==> src/tmvf_pkg.sv <==
// Package: register indexes, type and predicate codes, type table lookups.
package tmvf_pkg;

    typedef enum logic [2:0] {
        PRED_LT      = 3'd0,
        PRED_GT      = 3'd1,
        PRED_LE      = 3'd2,
        PRED_GE      = 3'd3,
        PRED_EQ      = 3'd4,
        PRED_NE      = 3'd5,
        PRED_ONE_BIT = 3'd6,
        PRED_ALL     = 3'd7
    } pred_t;

    typedef enum logic [1:0] {
        KIND_UNS = 2'd0,
        KIND_SGN = 2'd1,
        KIND_FLT = 2'd2,
        KIND_RAW = 2'd3
    } kind_t;

    localparam logic [2:0] REG_SEARCH_TYPE = 3'd0;
    localparam logic [2:0] REG_PREDICATE   = 3'd1;
    localparam logic [2:0] REG_REFERENCE   = 3'd2;
    localparam logic [2:0] REG_WITH_PREV   = 3'd3;
    localparam logic [2:0] REG_RAW_BYTES   = 3'd4;

    localparam logic [4:0] TYPE_RAW = 5'd18;

    typedef struct packed {
        logic       invalid;
        kind_t      kind;
        logic [3:0] nbytes;
        logic       rev;
    } type_info_t;

    typedef struct packed {
        logic  [4:0] search_type;
        pred_t       predicate;
        logic [63:0] reference_value;
        logic        compare_with_previous;
        logic  [3:0] raw_bytes;
    } cfg_t;

    function automatic type_info_t type_info(input logic [4:0] t);
        type_info_t r;
        r.invalid = 1'b0;
        r.rev     = 1'b0;
        r.kind    = KIND_UNS;
        r.nbytes  = 4'd8;
        unique case (t)
            5'd0:  begin r.nbytes = 4'd1; end
            5'd1:  begin r.nbytes = 4'd2; end
            5'd2:  begin r.nbytes = 4'd2; r.rev = 1'b1; end
            5'd3:  begin r.nbytes = 4'd4; end
            5'd4:  begin r.nbytes = 4'd4; r.rev = 1'b1; end
            5'd5:  begin r.nbytes = 4'd8; end
            5'd6:  begin r.nbytes = 4'd8; r.rev = 1'b1; end
            5'd7:  begin r.nbytes = 4'd1; r.kind = KIND_SGN; end
            5'd8:  begin r.nbytes = 4'd2; r.kind = KIND_SGN; end
            5'd9:  begin r.nbytes = 4'd2; r.kind = KIND_SGN; r.rev = 1'b1; end
            5'd10: begin r.nbytes = 4'd4; r.kind = KIND_SGN; end
            5'd11: begin r.nbytes = 4'd4; r.kind = KIND_SGN; r.rev = 1'b1; end
            5'd12: begin r.nbytes = 4'd8; r.kind = KIND_SGN; end
            5'd13: begin r.nbytes = 4'd8; r.kind = KIND_SGN; r.rev = 1'b1; end
            5'd14: begin r.nbytes = 4'd4; r.kind = KIND_FLT; end
            5'd15: begin r.nbytes = 4'd4; r.kind = KIND_FLT; r.rev = 1'b1; end
            5'd16: begin r.nbytes = 4'd8; r.kind = KIND_FLT; end
            5'd17: begin r.nbytes = 4'd8; r.kind = KIND_FLT; r.rev = 1'b1; end
            5'd18: begin r.nbytes = 4'd8; r.kind = KIND_RAW; end
            default: begin r.invalid = 1'b1; end
        endcase
        return r;
    endfunction

endpackage

==> src/tmvf_pipe.sv <==
// Module: three-stage compare pipeline (typing, compare, predicate).
module tmvf_pipe (
    input  logic                 clk,
    input  logic                 rst_n,
    input  tmvf_pkg::cfg_t       cfg,
    input  logic                 in_valid,
    output logic                 in_ready,
    input  logic [63:0]          in_address,
    input  logic [63:0]          in_current,
    input  logic [63:0]          in_previous,
    input  logic                 in_last,
    output logic                 out_valid,
    input  logic                 out_ready,
    output logic                 out_match,
    output logic [63:0]          out_address,
    output logic                 out_last,
    output logic                 out_bad
);

    tmvf_pkg::type_info_t ti;
    logic adv1, adv2, adv3;
    logic v1_reg, v2_reg, v3_reg;

    // stage 1 registers, plus the stage 2 address and last registers
    logic [63:0] a1_reg, b1_reg, addr1_reg, addr2_reg;
    logic        last1_reg, last2_reg;

    // stage 2 registers
    logic        lt2_reg, gt2_reg, eq2_reg, one2_reg, nan2_reg;
    logic        fz2_reg;

    logic [63:0] a_next, b_next, cmp_b;

    assign ti = tmvf_pkg::type_info(cfg.search_type);

    assign adv3 = !v3_reg || out_ready;
    assign adv2 = !v2_reg || adv3;
    assign adv1 = !v1_reg || adv2;
    assign in_ready = adv1;

    // typing: mask and byte-reverse; the sign flip into unsigned order is done in stage 2
    function automatic logic [63:0] shape(input logic [63:0] w, input logic [3:0] n,
                                          input logic rev);
        logic [63:0] r;
        r = '0;
        unique case (n)
            4'd1: r = {56'd0, w[7:0]};
            4'd2: r = rev ? {48'd0, w[7:0], w[15:8]} : {48'd0, w[15:0]};
            4'd4: r = rev ? {32'd0, w[7:0], w[15:8], w[23:16], w[31:24]}
                          : {32'd0, w[31:0]};
            default: r = rev ? {w[7:0], w[15:8], w[23:16], w[31:24],
                                w[39:32], w[47:40], w[55:48], w[63:56]} : w;
        endcase
        return r;
    endfunction

    always_comb
    begin
        cmp_b  = cfg.compare_with_previous ? in_previous : cfg.reference_value;
        a_next = in_current;
        b_next = cmp_b;
        if (ti.kind != tmvf_pkg::KIND_RAW)
        begin
            a_next = shape(in_current, ti.nbytes, ti.rev);
            b_next = cfg.compare_with_previous ? shape(in_previous, ti.nbytes, ti.rev)
                                               : shape(cfg.reference_value, ti.nbytes,
                                                       1'b0);
        end
    end

    always_ff @(posedge clk)
    begin
        if (adv1)
        begin
            a1_reg    <= a_next;
            b1_reg    <= b_next;
            addr1_reg <= in_address;
            last1_reg <= in_last;
        end
    end

    // stage 2: compare in the order the type wants
    logic [63:0] x, y, d;
    logic        lt_c, gt_c, eq_c, one_c, nan_c, fz_c;
    logic [3:0]  nr;
    logic [3:0]  ones_cnt;

    always_comb
    begin
        x = a1_reg;
        y = b1_reg;
        nan_c = 1'b0;
        fz_c  = 1'b0;
        nr = (cfg.raw_bytes > 4'd8) ? 4'd8 : cfg.raw_bytes;
        ones_cnt = '0;
        one_c = 1'b0;
        d = a1_reg ^ b1_reg;
        unique case (ti.kind)
            tmvf_pkg::KIND_SGN:
            begin
                unique case (ti.nbytes)
                    4'd1:    begin x[7]  = ~x[7];  y[7]  = ~y[7];  end
                    4'd2:    begin x[15] = ~x[15]; y[15] = ~y[15]; end
                    4'd4:    begin x[31] = ~x[31]; y[31] = ~y[31]; end
                    default: begin x[63] = ~x[63]; y[63] = ~y[63]; end
                endcase
            end
            tmvf_pkg::KIND_FLT:
            begin
                // sign-magnitude to monotonic unsigned key
                if (ti.nbytes == 4'd4)
                begin
                    nan_c = (&a1_reg[30:23] && |a1_reg[22:0]) ||
                            (&b1_reg[30:23] && |b1_reg[22:0]);
                    fz_c  = (a1_reg[30:0] == '0) && (b1_reg[30:0] == '0);
                    x = {32'd0, a1_reg[31] ? ~a1_reg[31:0] : {1'b1, a1_reg[30:0]}};
                    y = {32'd0, b1_reg[31] ? ~b1_reg[31:0] : {1'b1, b1_reg[30:0]}};
                end
                else
                begin
                    nan_c = (&a1_reg[62:52] && |a1_reg[51:0]) ||
                            (&b1_reg[62:52] && |b1_reg[51:0]);
                    fz_c  = (a1_reg[62:0] == '0) && (b1_reg[62:0] == '0);
                    x = a1_reg[63] ? ~a1_reg : {1'b1, a1_reg[62:0]};
                    y = b1_reg[63] ? ~b1_reg : {1'b1, b1_reg[62:0]};
                end
            end
            tmvf_pkg::KIND_RAW:
            begin
                // lexicographic: byte 0 most significant, unused bytes zeroed
                for (int i = 0; i < 8; i++)
                begin
                    if (4'(i) < nr)
                    begin
                        x[63-8*i -: 8] = a1_reg[8*i +: 8];
                        y[63-8*i -: 8] = b1_reg[8*i +: 8];
                        if ($countones(d[8*i +: 8]) == 1)
                            ones_cnt = ones_cnt + 4'd1;
                    end
                    else
                    begin
                        x[63-8*i -: 8] = 8'd0;
                        y[63-8*i -: 8] = 8'd0;
                    end
                end
            end
            default: ;
        endcase
        lt_c = x < y;
        gt_c = x > y;
        eq_c = x == y;
        if (ti.kind == tmvf_pkg::KIND_RAW)
            one_c = ones_cnt == 4'd1;
        else
            one_c = (d != '0) && ((d & (d - 64'd1)) == '0);
    end

    always_ff @(posedge clk)
    begin
        if (adv2)
        begin
            lt2_reg   <= lt_c;
            gt2_reg   <= gt_c;
            eq2_reg   <= eq_c;
            one2_reg  <= one_c;
            nan2_reg  <= nan_c;
            fz2_reg   <= fz_c;
            addr2_reg <= addr1_reg;
            last2_reg <= last1_reg;
        end
    end

    // stage 3: apply predicate
    logic m_c, bad_c, lt_f, gt_f, eq_f;

    always_comb
    begin
        lt_f = lt2_reg && !fz2_reg;
        gt_f = gt2_reg && !fz2_reg;
        eq_f = eq2_reg || fz2_reg;
        bad_c = ti.invalid ||
                (ti.kind == tmvf_pkg::KIND_FLT && cfg.predicate == tmvf_pkg::PRED_ONE_BIT);
        m_c = 1'b0;
        unique case (cfg.predicate)
            tmvf_pkg::PRED_LT:      m_c = lt_f;
            tmvf_pkg::PRED_GT:      m_c = gt_f;
            tmvf_pkg::PRED_LE:      m_c = !gt_f;
            tmvf_pkg::PRED_GE:      m_c = !lt_f;
            tmvf_pkg::PRED_EQ:      m_c = eq_f;
            tmvf_pkg::PRED_NE:      m_c = !eq_f;
            tmvf_pkg::PRED_ONE_BIT: m_c = one2_reg;
            default:                m_c = 1'b1;
        endcase
        if (nan2_reg && ti.kind == tmvf_pkg::KIND_FLT &&
            cfg.predicate != tmvf_pkg::PRED_ALL)
            m_c = (cfg.predicate == tmvf_pkg::PRED_NE);
        if (bad_c)
            m_c = 1'b0;
    end

    always_ff @(posedge clk)
    begin
        if (adv3)
        begin
            out_match   <= m_c;
            out_bad     <= bad_c;
            out_address <= addr2_reg;
            out_last    <= last2_reg;
        end
    end

    always_ff @(posedge clk or negedge rst_n)
    begin
        if (!rst_n)
        begin
            v1_reg <= 1'b0;
            v2_reg <= 1'b0;
            v3_reg <= 1'b0;
        end
        else
        begin
            if (adv1) v1_reg <= in_valid;
            if (adv2) v2_reg <= v1_reg;
            if (adv3) v3_reg <= v2_reg;
        end
    end

    assign out_valid = v3_reg;

    a_stall_hold: assert property (@(posedge clk) disable iff (!rst_n)
        v3_reg && !out_ready |=> v3_reg && $stable(out_address))
        else $error("result dropped under stall");
    a_bad_no_match: assert property (@(posedge clk) disable iff (!rst_n)
        v3_reg && out_bad |-> !out_match)
        else $error("match with bad combination");
    a_flow: assert property (@(posedge clk) disable iff (!rst_n)
        v1_reg && adv2 |=> v2_reg)
        else $error("item lost between stages");

endmodule

==> src/typed_memory_value_filter.sv <==
// Top level: typed memory value filter with configuration registers.
// Pipeline: the result passes three register stages (typing, compare,
// predicate), the first loading at the accepting edge.
// Throughput: one item per cycle; the pipeline stalls only when the result is not taken.
// Reset: configuration returns to type u8, predicate always true, reference 0,
// no previous compare, eight raw bytes; the pipeline empties.
module typed_memory_value_filter (
    input  logic        clk,
    input  logic        rst_n,
    input  logic        cfg_valid,
    output logic        cfg_ready,
    input  logic [2:0]  cfg_index,
    input  logic [63:0] cfg_data,
    input  logic        in_valid,
    output logic        in_ready,
    input  logic [63:0] address,
    input  logic [63:0] current_word,
    input  logic [63:0] previous_word,
    input  logic        last,
    output logic        out_valid,
    input  logic        out_ready,
    output logic        match,
    output logic [63:0] match_address,
    output logic        end_of_scan,
    output logic        bad_combination
);

    tmvf_pkg::cfg_t cfg_reg;

    assign cfg_ready = 1'b1;

    always_ff @(posedge clk or negedge rst_n)
    begin
        if (!rst_n)
        begin
            cfg_reg.search_type           <= 5'd0;
            cfg_reg.predicate             <= tmvf_pkg::PRED_ALL;
            cfg_reg.reference_value       <= 64'd0;
            cfg_reg.compare_with_previous <= 1'b0;
            cfg_reg.raw_bytes             <= 4'd8;
        end
        else if (cfg_valid)
        begin
            unique case (cfg_index)
                tmvf_pkg::REG_SEARCH_TYPE: cfg_reg.search_type <= cfg_data[4:0];
                tmvf_pkg::REG_PREDICATE:   cfg_reg.predicate <= tmvf_pkg::pred_t'(cfg_data[2:0]);
                tmvf_pkg::REG_REFERENCE:   cfg_reg.reference_value <= cfg_data;
                tmvf_pkg::REG_WITH_PREV:   cfg_reg.compare_with_previous <= cfg_data[0];
                tmvf_pkg::REG_RAW_BYTES:   cfg_reg.raw_bytes <= cfg_data[3:0];
                default: ;
            endcase
        end
    end

    tmvf_pipe u_pipe (
        .clk         (clk),
        .rst_n       (rst_n),
        .cfg         (cfg_reg),
        .in_valid    (in_valid),
        .in_ready    (in_ready),
        .in_address  (address),
        .in_current  (current_word),
        .in_previous (previous_word),
        .in_last     (last),
        .out_valid   (out_valid),
        .out_ready   (out_ready),
        .out_match   (match),
        .out_address (match_address),
        .out_last    (end_of_scan),
        .out_bad     (bad_combination)
    );

endmodule
==> config.mk <==
export PLATFORM = sky130hd
export DESIGN_NAME = typed_memory_value_filter
export DESIGN_NICKNAME = d
export VERILOG_FILES = /design/src/tmvf_pkg.sv /design/src/tmvf_pipe.sv /design/src/typed_memory_value_filter.sv
export SDC_FILE = /design/constraint.sdc
export NUM_CORES = 1
export LEC_CHECK = 0
export ABC_AREA = 1
export BUFFER_PORTS_ARGS = -buffer_cell sky130_fd_sc_hd__buf_2
export CORE_MARGIN = 2
export CORE_UTILIZATION = 30
export CTS_BUF_LIST = sky130_fd_sc_hd__clkbuf_4 sky130_fd_sc_hd__clkbuf_8
export DETAILED_ROUTE_END_ITERATION = 8
export GPL_ROUTABILITY_DRIVEN = 0
export HOLD_SLACK_MARGIN = 0.02
export PLACE_DENSITY = 0.48
export SETUP_SLACK_MARGIN = 0.4
export SYNTH_ARGS = -nofsm -noshare
export SYNTH_HDL_FRONTEND = slang
export SYNTH_SLANG_ARGS = --single-unit
==> constraint.sdc <==
create_clock -name clk -period 22.6 [get_ports clk]
set_input_delay 1.13 -clock clk [delete_from_list [all_inputs] [get_ports clk]]
set_output_delay 1.13 -clock clk [all_outputs]
set_load 0.1 [all_outputs]
==> summary.txt <==
Worst hold path
  – Hold Path Class: input port to asynchronous set/reset pin

Floorplanning
  – Die W: between 300 and 400 microns
  – IO Pins: 335
  – Die area: ~94000 sq um
  – Initial Util: between 30% and 40%
  – Die H: just over 300 microns
  – Row Count: 110
  – Core area: between 90000 and 100000 sq um

Worst setup path
  – CP startpoint kind: flop
  – CP max stage delay: between 0.5 and 0.6 ns
  – Worst EP required: approximately 23 ns
  – Crit path DAT: 8.89 ns
  – Worst-path fanout max: 5
  – Reg2reg setup slack: roughly 14 ns
  – Worst R2R Path Depth: 39
  – Reg2reg end: u_pipe.one2_reg$_DFFE_PP_
  – FF-to-FF Start: u_pipe.a1_reg[8]$_DFFE_PP_
  – Slowest CP cell: fa_1
  – CP Class: flop to flop
  – CP endpoint kind: flop

Cells and area
  – Final nets: slightly below 4000
  – Area grow syn2layout: 15.6%
  – Max FFs per register: 77
  – Fillers: 9416
  – Fraction of layout cells with a size suffix above 1: about 17%

CTS
  – Clk slew on worst S/H paths: about 0.070 ns
  – H-tree depth: 3
  – Clock tree sinks: 411
  – Clock Tree Buf Depth: 3
  – Post_cts resized: 0
  – Clk_lat worst skew: roughly 0.72 ns
  – Root buf cell: clkbuf_8
  – CTS tree: yes
  – # Post-CTS Setup Buffers: 0
  – Inserted Clock Buffers: 74
  – Hold buffers post-CTS: 0

STA
  – RSZ-0062 raised after global routing: false
  – Worst slew pin tran: approximately 1.1 ns
  – Final Cycle Share: 36.8%
  – Setup_tns: 0 ns
  – Min Tclk post-route: 8.32 ns
  – Fin Hold WS: 0.347 ns
  – Final setup fails: 0
  – Worst slew margin: 26.3%
  – Post-Route Skew: 0.0390 ns
  – Final hold vios: 0
  – Fmax achieved: 0.120 GHz
  – Max Slew Vio Count: 0

GRT
  – Largest net degree at the start of global routing: between 100 and 150
  – First-pass GRT wire length: between 150 and 200 mm
  – Gr ovfl total: 0
  – Initial antenna violation count: 13
  – GRT Total Usage: 23.1%
  – Vias in the first global route: ~24000

Placement
  – # port buffers: around 330
  – HPWL Detailed: roughly 84 mm

Yosys
  – Ys async rst share: between 10% and 20%
  – Top cells by area, synth: edfxtp_1 (36%), ha_1 (7.0%), dfrtp_1 (6.9%)
  – Post-synth EDFFs: around 330
  – Synth cell count leaders: nand2_1 (491), inv_1 (359), edfxtp_1 (331)
  – Synth Cell Area: 27500 sq um
  – Post-synthesis cell count: between 3000 and 4000
  – Unique masters post-synth: between 60 and 70
  – Seq cells post-synth: between 400 and 500
  – Register area share after synthesis: approximately 44%
  – Mapped Nets: between 3000 and 4000
  – Post-synth top area share: 36.2%
  – Avg Cell Area, Syn: 8.75 sq um
  – Most used DFF post-synth: edfxtp_1
  – Most common cell in the synthesized netlist: nand2_1
  – Synth warn: 0
  – Cell taking the most area after synthesis: edfxtp_1

Route
  – Post-route DRC: 0
  – Vias/cell: roughly 5.3
  – Met2 Wirelength: roughly 50 mm
  – Metal3 WL: just under 9 mm
  – Top sig layer: met5
  – DR pass1 iterations: 5
  – Final wirelength: ~110 mm
  – Vias post-DR: roughly 25000
  – Avg WL per Cell: between 20 and 25 microns
  – Routed Antenna Nets: 0
  – Iter 0 DRT Violations: roughly 2800
  – Metal-1 WL: approximately 46 mm

Pwr
  – Cell Pwr Density: between 150 and 200 nW/um^2
  – P_leak: roughly 14 nW
  – IR drop worst, VDD: 0.118 mV

Flow run
  – Maxcap violations: 0

Outcome
  – Status: complete, no violations
==> cell families after synthesis <==
family	synth area share [%]
AOI/OAI and AO/OA	14.7
xor gates and xnor gates	4.65
adders and majority gates	9.31
buffers and inverters	7.72
DFF	43.5
muxes	2.42
other	0.0137
and+or+nand+nor	17.7
==> routing by layer <==
layer  GRT usage, %  vias up
met3           3.76      202
met4           10.8        4
met5              0        -
li1               -    11430
met2           36.3     1171
met1           31.1    11886
==> power breakdown <==
part | total, mW | switching (mW) | internal (mW)
logic | 3.36 | 2.22 | 1.13
registers | 1.28 | 0.239 | 1.04
clock network | 0.751 | 0.339 | 0.411
==> worst max path at each step <==
stage                               startpoint                        end  depth (start not counted)
finish              u_pipe.a1_reg[8]$_DFFE_PP_  u_pipe.one2_reg$_DFFE_PP_                         39
floorplan                            out_ready                   in_ready                          4
global placement    u_pipe.a1_reg[9]$_DFFE_PP_  u_pipe.one2_reg$_DFFE_PP_                         39
global route        u_pipe.a1_reg[8]$_DFFE_PP_  u_pipe.one2_reg$_DFFE_PP_                         39
detailed placement  u_pipe.a1_reg[8]$_DFFE_PP_  u_pipe.one2_reg$_DFFE_PP_                         39
CTS                 u_pipe.a1_reg[8]$_DFFE_PP_  u_pipe.one2_reg$_DFFE_PP_                         39
==> cells in the final DEF, fill, tap and decap left out, types with 5 or more instances in the layout <==
cell      count
clkbuf_4     25
a221oi_1     28
nor2_1      276
mux2_2       59
o211a_1       8
nor3_1       46
nand3_1     175
clkinv_1     15
o22ai_1      13
nand4_1      54
nand3b_1      6
ha_1        153
edfxtp_1    331
nor4_1       20
inv_1       358
clkbuf_8     81
o31ai_1       6
a21oi_1     161
or2_2        11
o211ai_1     27
o21ai_0     290
xnor2_1      71
dfrtp_1      75
buf_4        31
o21ai_1      23
fa_1         32
a211oi_1     39
nand2_4       5
xor2_1       73
a31oi_1      17
inv_2        13
nand2_1     487
o221ai_1     33
buf_2       332
clkinv_2      8
nand2_2       9
a22oi_1      23
or2_1         5
==> stage by stage <==
| stage | util [%] | total power, mW | std cells | area, sq um | setup slack, ns |
|---|---|---|---|---|---|
| after floorplan | - | 3.60 | 3138 | 27500 | 13.90 |
| after global placement | 33.4 | 4.57 | 4518 | 30200 | 14.52 |
| after detailed placement | 33.4 | 4.58 | 4518 | 30200 | 14.33 |
| after CTS | 35.1 | 5.36 | 4653 | 31700 | 14.32 |
| after global routing | 35.1 | 5.94 | 4655 | 31700 | 13.67 |
| final | 35.2 | 5.38 | 4657 | 31700 | 14.28 |
==> worst max-delay path, delay by kind of cell, from the launching register on <==
kind            cells  cell delay, ns
fa+ha+maj          12            3.81
simple gates       17            2.52
xor+xnor            3            0.80
flops               1            0.47
buf+inv             5            0.31
compound gates      2            0.26
==> layout make-up <==
class | count | area (sq um) | area share, %
Clock buffer | 106 | 1300 | 4.10
Multi-Input combinational cell | 2192 | 13400 | 42.3
Timing Repair Buffer | 363 | 1890 | 5.97
Inverter | 376 | 1420 | 4.46
Tap cell | 1176 | 1470 | 4.64
Clock inverter | 29 | 260 | 0.820
Sequential cell | 411 | 11900 | 37.6
Antenna cell | 4 | 10.0 | 0.0315
No activity file was read; power rests on OpenSTA's default activity.
